`src/hw/rtl/assert_macros.svh`:
```
// Assertion macros used by the region decoder top level.
`ifndef ASSERT_MACROS_SVH
`define ASSERT_MACROS_SVH

// Property checked at every rising clock edge outside reset.
`define ASSERT_CLK(label, prop, msg) \
  label: assert property (@(posedge clk_i) disable iff (!rst_ni) (prop)) else $error(msg);

// Condition that must never hold at a rising clock edge outside reset.
`define ASSERT_NEVER(label, cond, msg) \
  label: assert property (@(posedge clk_i) disable iff (!rst_ni) !(cond)) else $error(msg);

`endif

```
`src/hw/rtl/bard_pkg.sv`:
```
// Package of the bus address region decoder: widths, opcodes and chain types.
package bard_pkg;

  localparam int AddrW             = 32;
  localparam int DevW              = 8;
  localparam int MaxRegionsDefault = 8;

  localparam logic OP_ADD    = 1'b0;
  localparam logic OP_DECODE = 1'b1;

  // Item travelling down the cell chain, with its partial result.
  typedef struct packed {
    logic             opcode;
    logic [AddrW-1:0] addr;
    logic [AddrW-1:0] mask;
    logic [AddrW:0]   new_end;
    logic [AddrW:0]   last;
    logic [DevW-1:0]  dev;
    logic             pow2;
    logic             overlap;
    logic             hit;
    logic [DevW-1:0]  res_dev;
    logic [AddrW-1:0] res_offset;
  } token_t;

  // Region write, broadcast to all cells at commit.
  typedef struct packed {
    logic             we;
    logic [AddrW-1:0] base;
    logic [AddrW-1:0] mask;
    logic [AddrW:0]   last;
    logic [DevW-1:0]  dev;
  } region_wr_t;

endpackage

```
`src/hw/rtl/bard_cell.sv`:
```
// One cell of the region chain: holds one region and checks the passing item.
module bard_cell #(
  parameter int Index = 0,
  parameter int CntW  = 4
) (
  input  logic                clk_i,
  input  logic                rst_ni,
  input  logic                adv_i,
  input  logic [CntW-1:0]     count_i,
  input  bard_pkg::region_wr_t wr_i,
  input  logic                valid_i,
  input  bard_pkg::token_t    tok_i,
  output logic                valid_o,
  output bard_pkg::token_t    tok_o
);

  logic [bard_pkg::AddrW-1:0] base_q;
  logic [bard_pkg::AddrW-1:0] mask_q;
  logic [bard_pkg::AddrW:0]   last_q;
  logic [bard_pkg::DevW-1:0]  dev_q;

  logic             valid_q;
  bard_pkg::token_t tok_q, tok_d;
  logic             active;
  logic [bard_pkg::AddrW:0] base_x, addr_x;

  // Only regions below the fill level take part.
  assign active = CntW'(Index) < count_i;
  assign base_x = {1'b0, base_q};
  assign addr_x = {1'b0, tok_i.addr};

  always_ff @(posedge clk_i) begin
    if (wr_i.we && count_i == CntW'(Index)) begin
      base_q <= wr_i.base;
      mask_q <= wr_i.mask;
      last_q <= wr_i.last;
      dev_q  <= wr_i.dev;
    end
  end

  always_comb begin
    tok_d = tok_i;
    if (valid_i && active) begin
      if (tok_i.opcode == bard_pkg::OP_ADD) begin
        if ((base_x >= addr_x && base_x < tok_i.new_end) ||
            (addr_x >= base_x && addr_x <= last_q)) begin
          tok_d.overlap = 1'b1;
        end
      end else if (!tok_i.hit && (tok_i.addr & mask_q) == base_q) begin
        // first match wins; later cells see hit already set
        tok_d.hit        = 1'b1;
        tok_d.res_dev    = dev_q;
        tok_d.res_offset = tok_i.addr & ~mask_q;
      end
    end
  end

  always_ff @(posedge clk_i or negedge rst_ni) begin
    if (!rst_ni) begin
      valid_q <= 1'b0;
    end else if (adv_i) begin
      valid_q <= valid_i;
    end
  end

  always_ff @(posedge clk_i) begin
    if (adv_i) begin
      tok_q <= tok_d;
    end
  end

  assign valid_o = valid_q;
  assign tok_o   = tok_q;

endmodule

```
`src/hw/rtl/bus_address_region_decoder.sv`:
```
// Top level of the bus address region decoder: entry, cell chain, commit and output.
//
// Input channel (in_valid_i/in_ready_o) carries one item per transfer: opcode_i
// selects add (store a region of region_size_i bytes at address_i for device_id_i)
// or decode (look up address_i). Output channel (out_valid_o/out_ready_i) returns
// exactly one result per item.
// An item walks a row of MAX_REGIONS cells, one cell per cycle; each cell holds
// one region and checks overlap (add) or match (decode) against it. As the item
// leaves the last cell, its result is loaded into the output register. One item
// is in flight at a time: in_ready_o rises again once the result sits in the
// output register, so the block takes no new item until the last one is through.
// An accepted add is written into the next free cell as its result is loaded,
// so the following item already sees it.
// Reset empties the table (fill count zero) and drops any item in flight.
// When the receiver stalls, a finished result waits in the output register; the
// next item is still taken and holds at the chain end until the register frees.
`include "assert_macros.svh"

module bus_address_region_decoder #(
  parameter int MAX_REGIONS = bard_pkg::MaxRegionsDefault
) (
  input  logic                       clk_i,
  input  logic                       rst_ni,
  input  logic                       in_valid_i,
  output logic                       in_ready_o,
  input  logic                       opcode_i,
  input  logic [bard_pkg::AddrW-1:0] address_i,
  input  logic [bard_pkg::AddrW-1:0] region_size_i,
  input  logic [bard_pkg::DevW-1:0]  device_id_i,
  output logic                       out_valid_o,
  input  logic                       out_ready_i,
  output logic                       add_accepted_o,
  output logic                       hit_o,
  output logic [bard_pkg::DevW-1:0]  device_out_o,
  output logic [bard_pkg::AddrW-1:0] offset_o
);

  localparam int CntW = $clog2(MAX_REGIONS + 1);

  logic [CntW-1:0] count_q, count_d;
  logic            busy_q, busy_d;
  logic            out_valid_q, out_valid_d;
  logic            res_acc_q, res_hit_q;
  logic [bard_pkg::DevW-1:0]  res_dev_q;
  logic [bard_pkg::AddrW-1:0] res_off_q;

  bard_pkg::token_t     tok_chain [MAX_REGIONS+1];
  logic [MAX_REGIONS:0] valid_chain;
  bard_pkg::region_wr_t wr;
  bard_pkg::token_t     exit_tok;
  logic                 exit_valid;
  logic                 adv;
  logic                 in_xfer;
  logic                 room;
  logic                 add_ok;
  logic [bard_pkg::AddrW-1:0] size_m1;

  assign in_ready_o = !busy_q;
  assign in_xfer    = in_valid_i && in_ready_o;

  // Entry: size checks and range ends, taken at 33 bits.
  assign size_m1 = region_size_i - bard_pkg::AddrW'(1);
  always_comb begin
    tok_chain[0].opcode     = opcode_i;
    tok_chain[0].addr       = address_i;
    tok_chain[0].mask       = ~size_m1;
    tok_chain[0].new_end    = {1'b0, address_i} + {1'b0, region_size_i};
    tok_chain[0].last       = {1'b0, address_i} + {1'b0, size_m1};
    tok_chain[0].dev        = device_id_i;
    tok_chain[0].pow2       = (region_size_i != '0) && ((region_size_i & size_m1) == '0);
    tok_chain[0].overlap    = 1'b0;
    tok_chain[0].hit        = 1'b0;
    tok_chain[0].res_dev    = '0;
    tok_chain[0].res_offset = '0;
  end
  assign valid_chain[0] = in_xfer;

  for (genvar k = 0; k < MAX_REGIONS; k++) begin : g_cell
    bard_cell #(
      .Index (k),
      .CntW  (CntW)
    ) u_cell (
      .clk_i   (clk_i),
      .rst_ni  (rst_ni),
      .adv_i   (adv),
      .count_i (count_q),
      .wr_i    (wr),
      .valid_i (valid_chain[k]),
      .tok_i   (tok_chain[k]),
      .valid_o (valid_chain[k+1]),
      .tok_o   (tok_chain[k+1])
    );
  end

  assign exit_tok   = tok_chain[MAX_REGIONS];
  assign exit_valid = valid_chain[MAX_REGIONS];

  // Chain holds only while a finished item waits on a full output register.
  assign adv = !(exit_valid && out_valid_q && !out_ready_i);

  assign room   = count_q < CntW'(MAX_REGIONS);
  assign add_ok = (exit_tok.opcode == bard_pkg::OP_ADD) && exit_tok.pow2 &&
                  !exit_tok.overlap && room;

  always_comb begin
    wr.we   = exit_valid && adv && add_ok;
    wr.base = exit_tok.addr;
    wr.mask = exit_tok.mask;
    wr.last = exit_tok.last;
    wr.dev  = exit_tok.dev;
  end

  always_comb begin
    count_d     = count_q;
    busy_d      = busy_q;
    out_valid_d = out_valid_q;
    if (wr.we) begin
      count_d = count_q + CntW'(1);
    end
    if (in_xfer) begin
      busy_d = 1'b1;
    end else if (exit_valid && adv) begin
      busy_d = 1'b0;
    end
    if (exit_valid && adv) begin
      out_valid_d = 1'b1;
    end else if (out_ready_i) begin
      out_valid_d = 1'b0;
    end
  end

  always_ff @(posedge clk_i or negedge rst_ni) begin
    if (!rst_ni) begin
      count_q     <= '0;
      busy_q      <= 1'b0;
      out_valid_q <= 1'b0;
    end else begin
      count_q     <= count_d;
      busy_q      <= busy_d;
      out_valid_q <= out_valid_d;
    end
  end

  always_ff @(posedge clk_i) begin
    if (exit_valid && adv) begin
      res_acc_q <= add_ok;
      res_hit_q <= exit_tok.hit;
      res_dev_q <= exit_tok.res_dev;
      res_off_q <= exit_tok.res_offset;
    end
  end

  assign out_valid_o    = out_valid_q;
  assign add_accepted_o = res_acc_q;
  assign hit_o          = res_hit_q;
  assign device_out_o   = res_dev_q;
  assign offset_o       = res_off_q;

  `ASSERT_CLK(a_count_bound, count_q <= CntW'(MAX_REGIONS), "region count above table depth")
  `ASSERT_CLK(a_one_in_flight, $onehot0(valid_chain[MAX_REGIONS:1]), "more than one item in chain")
  `ASSERT_CLK(a_busy_tracks_chain, (valid_chain[MAX_REGIONS:1] != '0) |-> busy_q, "item in chain while idle")
  `ASSERT_NEVER(a_add_and_hit, out_valid_q && res_acc_q && res_hit_q, "result both add and hit")
  `ASSERT_CLK(a_count_on_commit, (count_q != $past(count_q)) |-> $past(wr.we), "count moved without commit")

endmodule
```
`config.mk`:
```
export PLATFORM = sky130hd
export DESIGN_NAME = bus_address_region_decoder
export DESIGN_NICKNAME = d
export VERILOG_FILES = /design/src/hw/rtl/bard_pkg.sv /design/src/hw/rtl/bard_cell.sv /design/src/hw/rtl/bus_address_region_decoder.sv
export VERILOG_INCLUDE_DIRS = /design/src /design/src/hw/rtl
export SDC_FILE = /design/constraint.sdc
export NUM_CORES = 2
export LEC_CHECK = 0
export BUFFER_PORTS_ARGS = -buffer_cell sky130_fd_sc_hd__buf_2
export CORE_ASPECT_RATIO = 1.25
export CORE_MARGIN = 8
export CORE_UTILIZATION = 53
export DETAILED_ROUTE_END_ITERATION = 12
export PLACE_DENSITY = 0.69
export SLEW_MARGIN = 20
export SYNTH_ARGS = -nofsm -noshare
export SYNTH_HDL_FRONTEND = slang
export SYNTH_SLANG_ARGS = --single-unit
```
`constraint.sdc`:
```
create_clock -name clk_i -period 90.1 [get_ports clk_i]
set_clock_uncertainty 0.2 [all_clocks]
set_input_delay 18.02 -clock clk_i [delete_from_list [all_inputs] [get_ports clk_i]]
set_output_delay 18.02 -clock clk_i [all_outputs]
set_load 0.05 [all_outputs]
```
# ---- Word-level counts from Yosys, hierarchy flattened
# Index checks and enable logic that the tools add are counted.
dict set report totals {
  register_bits 2319
  latchBits 0
  ram_bits 0
  romBits 0
  in_bits 77
  output_inout_bits 44
  mem_count 0
}
dict set report op_classes {
  add_sub_neg 4
  n_mul 0
  div_mod_pow 0
  order_cmp 41
  eq_ne 15
  shifts 0
  n_mux 41
  n_bitwise 28
  reduce_logical 75
}
# cell count
set ops {}
lappend ops {{$mux 41} 15}
lappend ops {{$and 32x32->32} 17}
lappend ops {{$ge 32x32->1} 16}
lappend ops {{$mux 42} 7}
lappend ops {{$not 32->32} 9}
lappend ops {{$le 32x33->1} 8}
lappend ops {{$lt 32x33->1} 8}
lappend ops {{$eq 32x32->1} 8}
lappend ops {{$add 32x32->33} 2}
lappend ops {{$logic_and 1x1->1} 48}
lappend ops {{$logic_not 32->1} 1}
lappend ops {{$reduce_bool 32->1} 1}
lappend ops {{$sub 32x1->32 const B} 1}
lappend ops {{$mux 1} 19}
lappend ops {{$eq 4x3->1 const B} 4}
lappend ops {{$lt 3x4->1 const A} 4}
lappend ops {{$logic_not 1->1} 11}
lappend ops {{$eq 4x2->1 const B} 2}
lappend ops {{$logic_or 1x1->1} 8}
lappend ops {{$lt 1x4->1 const A} 2}
lappend ops {{$lt 2x4->1 const A} 2}
lappend ops {{$add 4x1->4 const B} 1}
lappend ops {{$eq 4x1->1 const B} 1}
lappend ops {{$logic_not 4->1} 1}
lappend ops {{other kinds (6)} 8}

# ---- Logic depth before layout (Yosys ltp)
dict set report logic_depth {
  depth_word 6
  mapped_depth 19
}

# ---- Modules after synthesis
# From an unflattened synthesis, not the netlist that was laid out.
dict set report unflattened {
  cells_unflattened 6973
  hier_area_um2 105249.7
}
# mod n_inst cells_each area_per_inst_um2
set by_module_without_submodules {}
lappend by_module_without_submodules {{bard_cell at g_cell[0].u_cell} 1 793 12502.0}
lappend by_module_without_submodules {{bard_cell at g_cell[6].u_cell} 1 791 12487.0}
lappend by_module_without_submodules {{bard_cell at g_cell[4].u_cell} 1 786 12483.2}
lappend by_module_without_submodules {{bard_cell at g_cell[1].u_cell} 1 790 12478.2}
lappend by_module_without_submodules {{bard_cell at g_cell[3].u_cell} 1 790 12469.5}
lappend by_module_without_submodules {{bard_cell at g_cell[7].u_cell} 1 789 12454.4}
lappend by_module_without_submodules {{bard_cell at g_cell[5].u_cell} 1 788 12294.3}
lappend by_module_without_submodules {{bard_cell at g_cell[2].u_cell} 1 790 12269.3}
lappend by_module_without_submodules {bus_address_region_decoder 1 656 5811.8}

# ---- Worst setup path after synthesis
# Ideal clock, no wire load.
dict set report synth_timing {
  path_kind {input-to-reg}
  start {input out_ready_i}
  end {register g_cell[0].u_cell.tok_q (netlist bit g_cell[0].u_cell.tok_o[0]) (enable)}
  setup_time_ps 13042
  arrival_time_ps 48861
  required_time_ps 76858
  path_slack_ps 27997
  stages 1
  path_cell_list {nand3b_1}
}
dict set report synth_via {
  elab_chain_len 2
}
# element line_no
set synth_rtl {}
lappend synth_rtl {{start: declaration} bus_address_region_decoder.sv:31} ;# input logic out_ready_i,
lappend synth_rtl {{$logic_not 1->1} bus_address_region_decoder.sv:99} ;# assign adv = !(exit_valid && out_valid_q && !out_ready_i);
lappend synth_rtl {{$logic_and 1x1->1} bus_address_region_decoder.sv:99}
lappend synth_rtl {{end signal: assignment} bard_cell.sv:68} ;# tok_q <= tok_d;
lappend synth_rtl {{end: declaration} bard_cell.sv:23} ;# bard_pkg::token_t tok_q, tok_d;
# Every way passes these cells.
# A chain may end at the register's enable or synchronous reset.

==> results.py <==
metrics = {
    "status": {
        "status": "finished clean",
    },
    "clock_tree": {
        "clock-root-buffer": "clkbuf_16",
        "post_cts_buffers": 0,
        "clock_sinks": 2319,
        "cts_repair_resize_count": 0,
        "cts_tree": "done",
        "cts_buffer_depth": 3,
        "numCtsBuffers": 218,
        "cts_hold_buf": 0,
        "clk_pin_slew_worst_paths_ns": 0.07,
        "htree_levels": 4,
        "clkLatencyLatePin_ns": 0.87,
    },
    "sta": {
        "fmax_mhz": 43.60,
        "finalHoldViolations": 0,
        "finalCritPeriodShare_pct": 25.46,
        "fin_crit_ns": 22.94,
        "fin_tns_setup_ns": 0,
        "slew_headroom_pct": 18.07,
        "setup_viol": 0,
        "rsz0062_at_grt": "no",
        "drv_slew": 0,
        "worst_pin_slew_ns": 1.219,
    },
    "pwr": {
        "power_density_nw_per_um2": 29.23,
        "leakage_nw": 46.20,
        "ir_drop_v": 0.00001750,
    },
    "logic_synthesis": {
        "synth-edff-count": 2305,
        "yosysUniqueCellTypes": 78,
        "syn_area_um2": 102100,
        "yosys_warnings": 0,
        "syn_area_per_cell_um2": 14.72,
        "yosys_most_used_dff": "edfxtp_1",
        "synthArstFlopShare_pct": 0.6037,
        "synthesis.nets": 7869,
        "yosysSeqAreaShare_pct": 68.17,
        "netlist_instances": 6931,
        "ys_ff_latch": 2319,
    },
    "critical_path": {
        "crit_top_cell": "inv_1",
        "critPathBufInv": 5,
        "arrival_ns": 23.35,
        "cp-end-kind": "register",
        "critPathMaxFanout": 6,
        "slowest_delay_ns": 0.84,
        "critPathTopFamily": "simple AND/OR/NAND/NOR gates",
        "cp_cell_sequence": "buf_2 -> inv_1 -> ha_1 -> inv_1 -> or3_1 -> nor4_1 -> inv_1 -> or3_1 -> ha_1 -> inv_1 -> ha_1 -> nand4_1 -> nor2_1 -> o211ai_1 -> o211a_1 -> o31ai_1 -> nor2b_1 -> nor2_1 -> xnor2_1",
        "required_ns": 90.51,
        "critPathKind": "input pin to register",
        "critPathLaunchType": "input pin",
        "slowest_stage": "nor4_1",
    },
    "placed_design": {
        "port_buffers": 120,
        "dpl_cell_area_um2": 106000,
        "dp_hpwl_mm": 199.6,
        "gp_congestion": 0.9531,
    },
    "routing": {
        "wl_per_cell_um": 25.76,
        "drtIter0Drc": 4058,
        "vias": 55610,
        "drtPass1Iterations": 6,
        "drc_errors": 0,
        "wl_mm": 258.0,
        "drt-vias-per-instance": 5.553,
        "ant_nets": 0,
    },
    "final_layout": {
        "stdcell_area_um2": 113600,
        "drive_above_1_share_pct": 10.74,
        "nFillCells": 14800,
        "area_growth_pct": 11.27,
        "final_core_utilization_pct": 59.18,
        "final_cell_mix": "edfxtp_1 (2305), ha_1 (859), inv_1 (827), nand2_1 (436), nor2_1 (339)",
        "nets": 8203,
        "final_common_cell": "edfxtp_1",
    },
    "global_routing": {
        "grt.overflow.total": 0,
        "grt_pass1_vias": 56160,
        "grt_usage_pct": 24.45,
        "grt_pass1_wl_mm": 367.9,
        "antenna_found_initial": 15,
        "grt_max_degree": 200,
    },
    "floorplan": {
        "rows": 180,
        "core-area_um2": 191900,
        "initial_core_util_pct": 53.18,
        "die_y_um": 506.6,
        "dieArea_um2": 206900,
        "ios": 121,
        "die_x_um": 408.5,
    },
    "job": {
        "maxCapViolations": 0,
    },
    "min_path": {
        "hold_path.class": "register to register",
    },
}
## per-stage QoR
| stage | power, mW | hold WS [ns] | worst slack [ns] | cells |
|---|---|---|---|---|
| finish | 3.319 | 0.2044 | 67.16 | 10010 |
| global route | 3.462 | 0.2169 | 67.09 | 10000 |
| CTS | 3.342 | 0.2124 | 67.25 | 9998 |
| detailed placement | 2.388 | 0.2045 | 66.32 | 9593 |
| global placement | 2.362 | 0.2001 | 66.31 | 9593 |
| floorplan | 2.222 | 0.2003 | 28.00 | 6931 |
## worst paths after layout
kind / endpoint / from / slack [ns] / cells after the start
min in group asynchronous: out_valid_o$_DFFE_PN0P_ / rst_ni / 16.87 / 1
worst min register to register: g_cell[5].u_cell.tok_o[67]$_DFFE_PN_ / g_cell[4].u_cell.tok_o[67]$_DFFE_PN_ / 0.20 / 0
worst min-delay path: g_cell[5].u_cell.tok_o[67]$_DFFE_PN_ / g_cell[4].u_cell.tok_o[67]$_DFFE_PN_ / 0.20 / 0
worst max-delay path: g_cell[0].u_cell.tok_o[81]$_DFFE_PN_ / region_size_i[1] / 67.16 / 19
worst max register to register: g_cell[3].u_cell.tok_o[140]$_DFFE_PN_ / out_valid_o$_DFFE_PN0P_ / 84.24 / 7
max in group asynchronous: g_cell[1].u_cell.valid_o$_DFFE_PN0N_ / rst_ni / 72.50 / 1
## flip-flops by register name, summed over array words and instances, names as in the netlist, 4 cells and up
signal,count
g_cell.u_cell.tok_o,1423
g_cell.u_cell.last_q,264
g_cell.u_cell.base_q,256
g_cell.u_cell.mask_q,256
g_cell.u_cell.dev_q,64
offset_o,32
device_out_o,8
g_cell.u_cell.valid_o,8
count_q,4
## cells in the mapped netlist (19+ instances only)
cell type  number  area share, %
inv_1         827            3.0
xnor2_1       186            1.6
nand2b_1       61           0.37
clkbuf_1       33           0.12
ha_1          859             11
a21o_1        160            1.2
nand2_1       436            1.6
o21ai_0       178           0.87
mux2_2        216            2.4
nor2b_1        79           0.48
nor3_1         88           0.43
or3_1          33           0.20
o31ai_1        19           0.14
mux2_4         40           0.59
nand3_1        65           0.32
o211ai_1       44           0.32
edfxtp_1     2305             68
nor2_1        340            1.3
o21bai_1       21           0.15
o21a_1         30           0.22
nand4_1       163            1.0
and3_1         26           0.16
a211oi_1       53           0.39
xor2_1        121            1.0
nor4_1         52           0.32
a21oi_1       257            1.3
## area by class of cell
type	instances	area, um2	area share, %
repair buffers	169	1010	0.8892
clock inverters	144	1805	1.590
flip-flops and latches	2319	69570	61.26
well taps	2548	3188	2.808
clock buffers	261	5668	4.991
multi-input cells	3730	29170	25.69
inverters	827	3104	2.734
diodes	16	40.04	0.03526
## power breakdown
part	switching (mW)	total [mW]	internal, mW
registers	0.262	1.86	1.60
clock network	0.407	0.951	0.544
logic	0.308	0.503	0.194
## cell families after synthesis
kind of cell / share of synthesized area [%]
compound gates: 5.580
flops: 68.17
simple gates: 6.719
mux: 3.001
buf+inv: 3.326
fa+ha+maj: 10.57
xor+xnor: 2.635
## layer usage
| metal | share of wire (%) | vias up | routed length (um) | track usage [%] |
|---|---|---|---|---|
| li1 | - | 26330 | - | - |
| met3 | 4.0 | 488 | 10280 | 2.698 |
| met1 | 40 | 27330 | 103100 | 30.05 |
| met5 | 0.011 | - | 28 | 0 |
| met2 | 49 | 1468 | 126400 | 41.74 |
| met4 | 7.1 | 4 | 18240 | 14.72 |
Note: power is estimated with default switching activity, not from simulation.
